==> config.mk <==
export PLATFORM = sky130hd
export DESIGN_NAME = gregorian_day_difference_unit
export DESIGN_NICKNAME = d
export VERILOG_FILES = /design/src/gdd_pkg.sv /design/src/gdd_date_conv.sv /design/src/gregorian_day_difference_unit.sv
export SDC_FILE = /design/constraint.sdc
export NUM_CORES = 2
export LEC_CHECK = 0
export BUFFER_PORTS_ARGS = -buffer_cell sky130_fd_sc_hd__buf_2
export CORE_UTILIZATION = 60
export DETAILED_ROUTE_END_ITERATION = 8
export PLACE_DENSITY = 0.87
export SYNTH_ARGS = -nofsm -noshare
export SYNTH_HDL_FRONTEND = slang
export SYNTH_SLANG_ARGS = --single-unit
export TNS_END_PERCENT = 100
==> constraint.sdc <==
create_clock -name clk -period 16.64 [get_ports clk]
set_input_delay 3.328 -clock clk [delete_from_list [all_inputs] [get_ports clk]]
set_output_delay 3.328 -clock clk [all_outputs]
set_load 0.1 [all_outputs]
==> src/gdd_pkg.sv <==
// ----------------------------------------------------------------------------
// gdd_pkg: shared types and constants for the Gregorian day difference unit
// Holds the item structs, the calendar tables and the constant-divide
// parameters that the date converter and the top level both use.
// ----------------------------------------------------------------------------
package gdd_pkg;

  // Default upper bound of a valid year.
  localparam int unsigned MAX_YEAR_DEF = 9999;

  // Division by 100 as a multiply by a rounded-up reciprocal and a shift.
  // The result is exact for every 14-bit operand.
  localparam int unsigned DIV100_MUL   = 5243;
  localparam int unsigned DIV100_SHIFT = 19;

  // Result saturation bounds of the 23-bit signed field.
  localparam logic signed [24:0] DIFF_MAX = 25'sd4194303;
  localparam logic signed [24:0] DIFF_MIN = -25'sd4194304;

  typedef struct packed {
    logic [4:0]  first_day;
    logic [3:0]  first_month;
    logic [13:0] first_year;
    logic [4:0]  second_day;
    logic [3:0]  second_month;
    logic [13:0] second_year;
    logic        include_end_day;
  } in_item_t;

  typedef struct packed {
    logic signed [22:0] day_difference;
    logic               date_invalid;
  } out_item_t;

  // Load enables of the two converter stages.
  typedef struct packed {
    logic a;
    logic b;
  } stg_en_t;

  // Converted date: the day number split into the year term and the rest.
  typedef struct packed {
    logic        ok;
    logic [22:0] year_days;
    logic [12:0] rest_days;
  } date_num_t;

  // Days in a month; zero for a month code that names no month.
  function automatic logic [4:0] days_in_month(input logic [3:0] m, input logic leap);
    logic [4:0] dim;
    unique case (m)
      4'd1, 4'd3, 4'd5, 4'd7, 4'd8, 4'd10, 4'd12: dim = 5'd31;
      4'd4, 4'd6, 4'd9, 4'd11:                    dim = 5'd30;
      4'd2:                                       dim = leap ? 5'd29 : 5'd28;
      default:                                    dim = 5'd0;
    endcase
    return dim;
  endfunction

  // Days before a month in a year that starts in March (index 0 is March).
  function automatic logic [8:0] month_offset(input logic [3:0] mi);
    logic [8:0] ofs;
    unique case (mi)
      4'd0:    ofs = 9'd0;
      4'd1:    ofs = 9'd31;
      4'd2:    ofs = 9'd61;
      4'd3:    ofs = 9'd92;
      4'd4:    ofs = 9'd122;
      4'd5:    ofs = 9'd153;
      4'd6:    ofs = 9'd184;
      4'd7:    ofs = 9'd214;
      4'd8:    ofs = 9'd245;
      4'd9:    ofs = 9'd275;
      4'd10:   ofs = 9'd306;
      4'd11:   ofs = 9'd337;
      default: ofs = 9'd0;
    endcase
    return ofs;
  endfunction

endpackage

==> src/gdd_date_conv.sv <==
// ----------------------------------------------------------------------------
// gdd_date_conv: two-stage date checker and day-number converter
// Stage A takes the year apart (divisions by 100), stage B checks the date
// and forms the two halves of its day number.
// ----------------------------------------------------------------------------
module gdd_date_conv import gdd_pkg::*; #(
  parameter int unsigned MAX_YEAR = MAX_YEAR_DEF
) (
  input  logic      clk,
  input  stg_en_t   en,
  input  logic [4:0]  day,
  input  logic [3:0]  month,
  input  logic [13:0] year,
  output date_num_t conv_r
);

  logic [4:0]  d_a_r;
  logic [3:0]  m_a_r;
  logic [13:0] y_a_r;
  logic [13:0] yy_a_r;
  logic [3:0]  mi_a_r;
  logic [7:0]  qy_a_r;
  logic [7:0]  qyy_a_r;

  logic        early;
  logic [13:0] yy_nxt;
  logic [3:0]  mi_nxt;
  logic [26:0] qy_prod;
  logic [26:0] qyy_prod;

  // January and February count as months 10 and 11 of the previous year.
  assign early    = (month < 4'd3);
  assign yy_nxt   = early ? year - 14'd1 : year;
  assign mi_nxt   = early ? month + 4'd9 : month - 4'd3;
  assign qy_prod  = 27'(year) * 27'(DIV100_MUL);
  assign qyy_prod = 27'(yy_nxt) * 27'(DIV100_MUL);

  always_ff @(posedge clk) begin
    if (en.a) begin
      d_a_r   <= day;
      m_a_r   <= month;
      y_a_r   <= year;
      yy_a_r  <= yy_nxt;
      mi_a_r  <= mi_nxt;
      qy_a_r  <= 8'(qy_prod >> DIV100_SHIFT);
      qyy_a_r <= 8'(qyy_prod >> DIV100_SHIFT);
    end
  end

  logic [14:0] hundreds;
  logic        leap;
  logic [4:0]  dim;
  logic        ok_nxt;
  logic [12:0] leap_days;
  date_num_t   conv_nxt;

  always_comb begin
    hundreds  = 15'(qy_a_r) * 15'd100;
    leap      = (y_a_r[1:0] == 2'd0) &&
                ((hundreds != {1'b0, y_a_r}) || (qy_a_r[1:0] == 2'd0));
    dim       = days_in_month(m_a_r, leap);
    ok_nxt    = (y_a_r != 14'd0) && (y_a_r <= 14'(MAX_YEAR)) &&
                (dim != 5'd0) && (d_a_r != 5'd0) && (d_a_r <= dim);
    // Leap days up to the year: y/4 - y/100 + y/400.
    leap_days = 13'(yy_a_r[13:2]) - 13'(qyy_a_r) + 13'(qyy_a_r[7:2]);
    conv_nxt.ok        = ok_nxt;
    conv_nxt.year_days = 23'(yy_a_r) * 23'd365;
    conv_nxt.rest_days = leap_days + 13'(month_offset(mi_a_r)) + 13'(d_a_r);
  end

  always_ff @(posedge clk) begin
    if (en.b) begin
      conv_r <= conv_nxt;
    end
  end

endmodule

==> src/gregorian_day_difference_unit.sv <==
// ----------------------------------------------------------------------------
// gregorian_day_difference_unit: signed day count between two Gregorian dates
// Throughput: one item per cycle unless the output stalls; each of the five
// register stages advances on its own, so a stage fills its bubble even
// while the output is held.
// Reset: rst_n (synchronous, active low) clears every stage valid bit;
// the data registers are not reset.
// ----------------------------------------------------------------------------
module gregorian_day_difference_unit import gdd_pkg::*; #(
  parameter int unsigned MAX_YEAR = MAX_YEAR_DEF
) (
  input  logic      clk,
  input  logic      rst_n,
  input  logic      in_valid,
  output logic      in_ready,
  input  in_item_t  in_data,
  output logic      out_valid,
  input  logic      out_ready,
  output out_item_t out_data
);

  // Pipeline overview:
  //   A: year split, the two divisions by 100 (in the converters)
  //   B: date check, year term 365*y and the leap/month/day remainder
  //   C: full day number of each date
  //   D: raw difference second minus first
  //   E: end-day adjustment, saturation and invalid forcing (output register)
  // Each stage takes a new item when it is empty or its successor moves on,
  // so a stalled output only stops the stages that are actually full.

  logic v_a_r, v_b_r, v_c_r, v_d_r, out_valid_r;
  logic rdy_a, rdy_b, rdy_c, rdy_d, rdy_e;

  assign rdy_e    = !out_valid_r || out_ready;
  assign rdy_d    = !v_d_r || rdy_e;
  assign rdy_c    = !v_c_r || rdy_d;
  assign rdy_b    = !v_b_r || rdy_c;
  assign rdy_a    = !v_a_r || rdy_b;
  assign in_ready = rdy_a;

  always_ff @(posedge clk) begin
    if (!rst_n) begin
      v_a_r       <= 1'b0;
      v_b_r       <= 1'b0;
      v_c_r       <= 1'b0;
      v_d_r       <= 1'b0;
      out_valid_r <= 1'b0;
    end else begin
      if (rdy_a) v_a_r       <= in_valid;
      if (rdy_b) v_b_r       <= v_a_r;
      if (rdy_c) v_c_r       <= v_b_r;
      if (rdy_d) v_d_r       <= v_c_r;
      if (rdy_e) out_valid_r <= v_d_r;
    end
  end

  // The end-day flag rides alongside the converters through A and B.
  logic inc_a_r, inc_b_r, inc_c_r, inc_d_r;
  stg_en_t conv_en;
  date_num_t conv1, conv2;

  assign conv_en.a = rdy_a;
  assign conv_en.b = rdy_b;

  gdd_date_conv #(.MAX_YEAR(MAX_YEAR)) u_conv_first (
    .clk    (clk),
    .en     (conv_en),
    .day    (in_data.first_day),
    .month  (in_data.first_month),
    .year   (in_data.first_year),
    .conv_r (conv1)
  );

  gdd_date_conv #(.MAX_YEAR(MAX_YEAR)) u_conv_second (
    .clk    (clk),
    .en     (conv_en),
    .day    (in_data.second_day),
    .month  (in_data.second_month),
    .year   (in_data.second_year),
    .conv_r (conv2)
  );

  always_ff @(posedge clk) begin
    if (rdy_a) inc_a_r <= in_data.include_end_day;
    if (rdy_b) inc_b_r <= inc_a_r;
  end

  // Stage C: complete day numbers. The largest one stays below 2^23.
  logic [22:0] dn1_c_r, dn2_c_r;
  logic        ok_c_r;

  always_ff @(posedge clk) begin
    if (rdy_c) begin
      dn1_c_r <= conv1.year_days + 23'(conv1.rest_days);
      dn2_c_r <= conv2.year_days + 23'(conv2.rest_days);
      ok_c_r  <= conv1.ok && conv2.ok;
      inc_c_r <= inc_b_r;
    end
  end

  // Stage D: raw difference, wide enough for any 14-bit year pair.
  logic signed [24:0] diff_d_r;
  logic               ok_d_r;

  always_ff @(posedge clk) begin
    if (rdy_d) begin
      diff_d_r <= $signed({2'b00, dn2_c_r}) - $signed({2'b00, dn1_c_r});
      ok_d_r   <= ok_c_r;
      inc_d_r  <= inc_c_r;
    end
  end

  // Stage E: counting the end day grows the magnitude by one, so equal
  // dates give +1. Out-of-range results clip to the 23-bit field, and an
  // invalid date forces the difference to zero.
  logic signed [24:0] adj;
  logic signed [24:0] sat;
  out_item_t          out_nxt;
  out_item_t          out_data_r;

  always_comb begin
    adj = diff_d_r;
    if (inc_d_r) begin
      adj = diff_d_r[24] ? diff_d_r - 25'sd1 : diff_d_r + 25'sd1;
    end
    if (adj > DIFF_MAX) begin
      sat = DIFF_MAX;
    end else if (adj < DIFF_MIN) begin
      sat = DIFF_MIN;
    end else begin
      sat = adj;
    end
    out_nxt.day_difference = ok_d_r ? sat[22:0] : 23'sd0;
    out_nxt.date_invalid   = !ok_d_r;
  end

  always_ff @(posedge clk) begin
    if (rdy_e) out_data_r <= out_nxt;
  end

  assign out_valid = out_valid_r;
  assign out_data  = out_data_r;

  // An invalid date always carries a zero difference.
  a_invalid_zero: assert property (@(posedge clk) disable iff (!rst_n)
    out_valid && out_data.date_invalid |-> out_data.day_difference == 23'sd0)
    else $error("invalid item with nonzero difference");

  // With the output register empty, every stage can advance, so input is open.
  a_empty_ready: assert property (@(posedge clk) disable iff (!rst_n)
    !out_valid_r |-> in_ready)
    else $error("input blocked while output register is empty");

  // An accepted item occupies stage A on the next cycle.
  a_accept_fills: assert property (@(posedge clk) disable iff (!rst_n)
    in_valid && in_ready |=> v_a_r)
    else $error("accepted item lost at stage A");

  // A full stage D that moves on always lands in the output register.
  a_d_to_out: assert property (@(posedge clk) disable iff (!rst_n)
    v_d_r && rdy_e |=> out_valid)
    else $error("item lost between stage D and the output");

endmodule

==> Word level (Yosys, flattened, before mapping) <==
Memory sizes are Yosys's and may differ from the RTL's. A register that Yosys moved wholly into a read port is not among the register bits.
Cells that the tools add are included.
{ "word_totals": {"reg_bits": 294, "rom_bits": 288, "in_bits": 51, "output_inout_bits": 26, "word_cells": 154, "mem_count": 2} }
{ "mem_list": {"columns": ["memory", "words", "word_bits", "read_ports", "rd_ports_with_merged_regs", "write_ports", "line_no", "rtl"], "rows": [
  ["(name not given)", 16, 9, 1, 1, 0, "gdd_pkg.sv:63", "unique case (mi)"],
  ["(name not given)", 16, 9, 1, 1, 0, "gdd_pkg.sv:63", null]
]} }
{ "op_classes": {"add_sub_neg": 19, "mul": 8, "order_cmp": 8, "n_eq_ne": 26, "muxes": 14, "bitwise_logic": 1, "n_reduce_logical": 39} }
{ "op_table": {"columns": ["operator", "count"], "rows": [
  ["$mul A14 B13 Y27 const B", 4],
  ["$mux W25", 2],
  ["$add A23 B13 Y23", 2],
  ["$mul A14 B9 Y23 const B", 2],
  ["$eq A4 B4 Y1 const B", 10],
  ["$eq A4 B3 Y1 const B", 8],
  ["$ne A15 B14 Y1", 2],
  ["$pmux W5 S3", 2],
  ["$le A14 B14 Y1 const B", 2],
  ["$mux W14", 2],
  ["$reduce_bool A14 Y1", 2],
  ["$sub A14 B1 Y14 const B", 2],
  ["$add A13 B5 Y13", 2],
  ["$add A13 B6 Y13", 2],
  ["$add A13 B9 Y13", 2],
  ["$mul A8 B5 Y13 const B", 2],
  ["$sub A12 B8 Y13", 2],
  ["$add A25 B2 Y25 const B", 1],
  ["$gt A25 B23 Y1 const B", 1],
  ["$lt A25 B23 Y1 const B", 1],
  ["$sub A25 B2 Y25 const B", 1],
  ["$sub A23 B23 Y24", 1],
  ["$mux W23", 1],
  ["$mux W22", 1],
  ["other kinds (17)", 58]
]} }

==> Logic depth before layout (Yosys ltp) <==
{ "logic_depth": {"ltp_word": 10, "mapped_depth": 30, "mapped_depth_nobuf": 30} }

==> Modules after synthesis <==
From an unflattened synthesis, not the netlist that was laid out.
{ "hier_totals": {"cells_unflattened": 3558, "area_unflattened_um2": 37467.2} }
{ "by_module_without_submodules": {"columns": ["module", "n_inst", "cells_per_inst", "area_per_inst_um2", "seq_area_each_um2"], "rows": [
  ["gdd_date_conv at u_conv_first", 1, 1431, 15085.7, 3002.9],
  ["gdd_date_conv at u_conv_second", 1, 1381, 14759.2, 3002.9],
  ["gregorian_day_difference_unit", 1, 746, 7622.3, 3103.0]
]} }

==> Worst setup path before layout <==
No wires, ideal clock.
{ "synth_timing": {"kind": "input port to output port", "start": "in out_ready", "end": "out in_ready", "arrival_time_ns": 7.915, "required_ns": 13.312, "path_slack_ns": 5.397, "path_stages": 4, "path_buffers": 1, "cell_sequence": "nor2b_1 and3_1 nand3_1 buf_1"} }
{ "synth_between": {"elab_chain_cells": 5} }
{ "synth_lines": {"columns": ["element", "line_no", "rtl"], "rows": [
  ["start, declared", "gregorian_day_difference_unit.sv:18", "input logic out_ready,"],
  ["$logic_or A1 B1 Y1", "gregorian_day_difference_unit.sv:34", "assign rdy_e = !out_valid_r || out_ready;"],
  ["$logic_or A1 B1 Y1", "gregorian_day_difference_unit.sv:35", "assign rdy_d = !v_d_r || rdy_e;"],
  ["$logic_or A1 B1 Y1", "gregorian_day_difference_unit.sv:36", "assign rdy_c = !v_c_r || rdy_d;"],
  ["$logic_or A1 B1 Y1", "gregorian_day_difference_unit.sv:37", "assign rdy_b = !v_b_r || rdy_c;"],
  ["$logic_or A1 B1 Y1", "gregorian_day_difference_unit.sv:38", "assign rdy_a = !v_a_r || rdy_b;"],
  ["end, declared", "gregorian_day_difference_unit.sv:15", "output logic in_ready,"]
]} }
Every way passes these cells.

==> Final worst setup path <==
{ "layout_timing": {"start": "in in_data[3] (netlist bit)", "end": "reg u_conv_second.qyy_a_r[7], data pin"} }
{ "layout_between": {"elab_chain_cells": 3} }
{ "layout_lines": {"columns": ["element", "line_no", "rtl"], "rows": [
  ["start, declared", "gregorian_day_difference_unit.sv:16", "input in_item_t in_data,"],
  ["$sub A14 B1 Y14", "gdd_date_conv.sv:33", "assign yy_nxt = early ? year - 14'd1 : year;"],
  ["$mux W14", "gdd_date_conv.sv:33", null],
  ["named net u_conv_second.yy_nxt[11]", "gdd_date_conv.sv:26", "logic [13:0] yy_nxt;"],
  ["$mul A14 B13 Y27", "gdd_date_conv.sv:36", "assign qyy_prod = 27'(yy_nxt) * 27'(DIV100_MUL);"],
  ["named net u_conv_second.qyy_prod[26]", "gdd_date_conv.sv:29", "logic [26:0] qyy_prod;"],
  ["end signal, assigned", "gdd_date_conv.sv:46", "qyy_a_r <= 8'(qyy_prod >> DIV100_SHIFT);"],
  ["end, declared", "gdd_date_conv.sv:23", "logic [7:0] qyy_a_r;"]
]} }
The timed path passes the listed nets, and every way through them passes these cells.
A chain may end at the register's enable or synchronous reset.

==> results.md <==
- Pwr dens: about 210 mW/mm2
- Commonest cells after routing, fill and taps aside: inv_1, ha_1, fa_1
- Max-slew violation count: 0
- Register share of total power: a little under a fifth
- Minimum clock period: 10.19 ns
- Largest buffer count on any clock path: 3
- Residual DRC: 0
- Period utilisation layout: 61.3%
- CP dominant cell by count: inv_1
- Register area share after synthesis: 24.8%
- Most used routing layer: met2
- Chip Width: 249 um
- Largest family of logic cells by synthesized area: adder cells
- Final ANT Viol Nets: 0
- Via Count: 24,355
- Total CTS buffers: 38
- CTS Hold Bufs: 0
- Synth Area in XOR/XNOR: under 10%
- Routing usage on met1: between 20 and 30%
- Simple-gate portion of the synthesized area: 6.43%
- Int Pwr: 4.44 mW
- Cts repair resizes: 0
- GR Util met2: around 46%
- Net Sw Power: roughly 3.8 mW
- Crit Path Category: in2reg
- Area share of the largest cell type after synthesis: 24.7%
- Row count: 90
- RSZ-0062 raised after global routing: no
- Die Ht: 249 um
- Count of final hold-check violations: 0
- Worst-path clk slew: roughly 0.06 ns
- Layout filler cell count: ~4,400
- Htree depth: 2
- Worst skew pair latency: 0.58 ns
- Layout net count: 4,763
- Overall Global Routing Usage: about a quarter
- Core ar.: 0.0604 mm2
- TritonCTS sink count: 311
- Number of global-route vias before repair: about 26,000
- Buffers added on ports: 76
- CTS tree: done
- Main area contributors after synthesis: ha_1, edfxtp_1, fa_1
- CP endpoint kind: flip-flop
- Ys async rst share: 0%
- Critical-path top delay cell: xnor2_1
- Leak pwr: 20.0 nW
- Top_reg_cell synth: edfxtp_1
- Post-Synthesis Cells: ~3,500
- Initial Utilization: 60.7%
- Critical Path RT: about 17 ns
- GR Overflow Total: 0
- Flop2flop setup slack: 11.27 ns
- Final-report setup violation count: 0
- Actual slew at the worst max-slew pin: approximately 0.95 ns
- Post-synth EDFFs: 288
- CP max stage delay: 0.57 ns
- Cell taking the most area after synthesis: ha_1
- VDD IR max: approximately 0.15 mV
- Largest net degree at the start of global routing: 76
- WL final: 73.3 mm
- Diodes inserted: 0
- Syn avg cell area: 10.5 um2
- Rel. slew slack: between 30% and 40%
- First-pass GRT wire length: approximately 120 mm
- Compound-Gate Fraction of Synth Area: under 10%
- Clk network pwr share: 9.7%
- Post-CTS Setup Inserts: 0
- Area delta synth->final: 7.09%
- Initial antenna violation count: 1
- Status: finished clean
- Net Sw Frac: 46.0%
- Comb pwr share: between 70% and 80%
- Count of unique library cells instantiated by Yosys: 65
- # Max-Cap Violations: 0
- Design area: 0.0393 mm2
- Hold Path Class: reg2reg
- DR iter-0 viols: 1,203
- Worst-path maximum fanout: 7
- Worst setup SP type: input port
- Most common cell after layout, fill and taps aside: inv_1
- First-pass iteration count of the detailed router: 7
- #FFs+latches synth: 311
- Share of cells above drive strength 1: 4.59%
- Dpl cell area: 0.0381 mm2
- Met3 global-route usage: 2.77%
- Peak Freq: 98.1 MHz
- Setup TNS Final: 0 ns
- Synthesized net count: 4,651
- Mux share of post-synthesis cell area: 0.662%
- Synth Cell Area: between 0.03 and 0.04 mm2
- GP Congestion: 0.906
- DP HPWL: 60.3 mm
- Vias/cell: 5.51
- DR WL/cell: roughly 17 um
- Adder-Cell Fraction of Synth Area: 45.5%
- CTS Root Cell: clkbuf_16
- Yosys warnings: 0
- Clock Skew: 0.0302 ns
- Die area: 0.0621 mm2
- Worst endpoint data arrival time: 10.51 ns
- I/O Pins: 77
==> power by group through the flow <==
stage	logic (mW)	registers, mW	clock network [mW]
floorplan	4.51	1.58	0
global placement	5.50	1.53	0
detailed placement	5.80	1.54	0
CTS	5.89	1.53	0.812
global route	6.70	1.56	0.842
finish	5.89	1.53	0.800
==> per-stage QoR <==
step           total power [mW]  worst slack, ns  std cells  hold WS [ns]  util [%]
6_report                   8.22             6.45       4418         0.418      65.0
5_1_grt                    9.10             5.99       4418         0.423      65.0
4_1_cts                    8.23             6.49       4418         0.420      65.0
3_5_place_dp               7.34             5.90       4349         0.405      63.1
3_3_place_gp               7.03             6.06       4349         0.404      63.1
2_1_floorplan              6.08             5.40       3495         0.400         -
==> cells by family (layout without fill, tap and decap cells) <==
logic type / after synthesis / after routing
and+or+nand+nor: 487 / 487
AOI/OAI and AO/OA: 486 / 486
adders and majority gates: 1105 / 1105
DFF: 311 / 311
muxes: 24 / 24
xor gates and xnor gates: 215 / 215
buffers and inverters: 867 / 1008
==> area by class of cell <==
type	count	area (um2)	share of cell area, %
multi-input combinational	2317	24300	61.9
sequential	311	9110	23.2
inverter	850	3190	8.13
clock buffer	50	1040	2.64
tap	782	978	2.49
timing repair buffer	89	478	1.22
clock inverter	19	161	0.411
==> Yosys cell counts, types with 3 or more instances <==
cell type	instances
mux2i_1	22
nor4_1	12
dfxtp_1	23
o31ai_1	7
ha_1	723
a211oi_1	21
o21ai_0	59
and3_1	26
or2_2	9
nor3b_1	5
fa_1	382
o311ai_1	9
nor3_1	31
nand3_1	49
a21boi_0	5
o41ai_1	3
o21ai_1	56
clkbuf_1	11
a31o_1	3
or4_1	7
a21oi_1	127
inv_1	850
nor2_1	143
nand2_1	112
nor2b_1	23
a21o_1	61
edfxtp_1	288
nand2b_1	16
xor2_1	46
o2111ai_1	7
xnor2_1	169
o22ai_1	3
and2_1	10
and4_1	5
a2111oi_0	5
or3_1	10
a21boi_1	14
o21a_1	26
o21bai_1	22
a22o_1	4
a31oi_1	18
a2111o_1	3
o211ai_1	14
o31a_1	5
nand4_1	20
==> sequential cells by signal, summed over array words and instances, names as in the netlist, 5 cells and up, named ones only <==
name                   count
diff_d_r                  24
dn1_c_r                   23
u_conv_second.y_a_r       14
u_conv_first.y_a_r        14
u_conv_second.yy_a_r      14
out_data                  24
u_conv_second.qyy_a_r      8
u_conv_second.conv_r      37
u_conv_first.qy_a_r        8
u_conv_second.d_a_r        5
u_conv_first.conv_r       37
u_conv_first.d_a_r         5
dn2_c_r                   23
u_conv_first.qyy_a_r       8
u_conv_second.qy_a_r       8
u_conv_first.yy_a_r       14
==> critical path: cells and delay by family <==
family	cells	cell delay, ns
compound gates	8	1.64
xor+xnor	2	0.65
fa+ha+maj	7	2.66
buf+inv	6	0.87
simple gates	7	1.36
==> routing by layer <==
metal / part of all wire, % / vias up
met5: 0 / -
met4: 2.4 / 0
met3: 4.4 / 123
met2: 53 / 557
met1: 41 / 11873
li1: - / 11802
==> worst paths after layout <==
path                           startpoint                        to  cells past startpoint
hold / removal                     ok_c_r                    ok_d_r                      0
setup reg to reg  u_conv_second.qy_a_r[2]  u_conv_second.conv_r[36]                     21
hold reg to reg                    ok_c_r                    ok_d_r                      0
setup / recovery               in_data[3]  u_conv_second.qyy_a_r[7]                     30
Power figures use the tool's default switching activity.
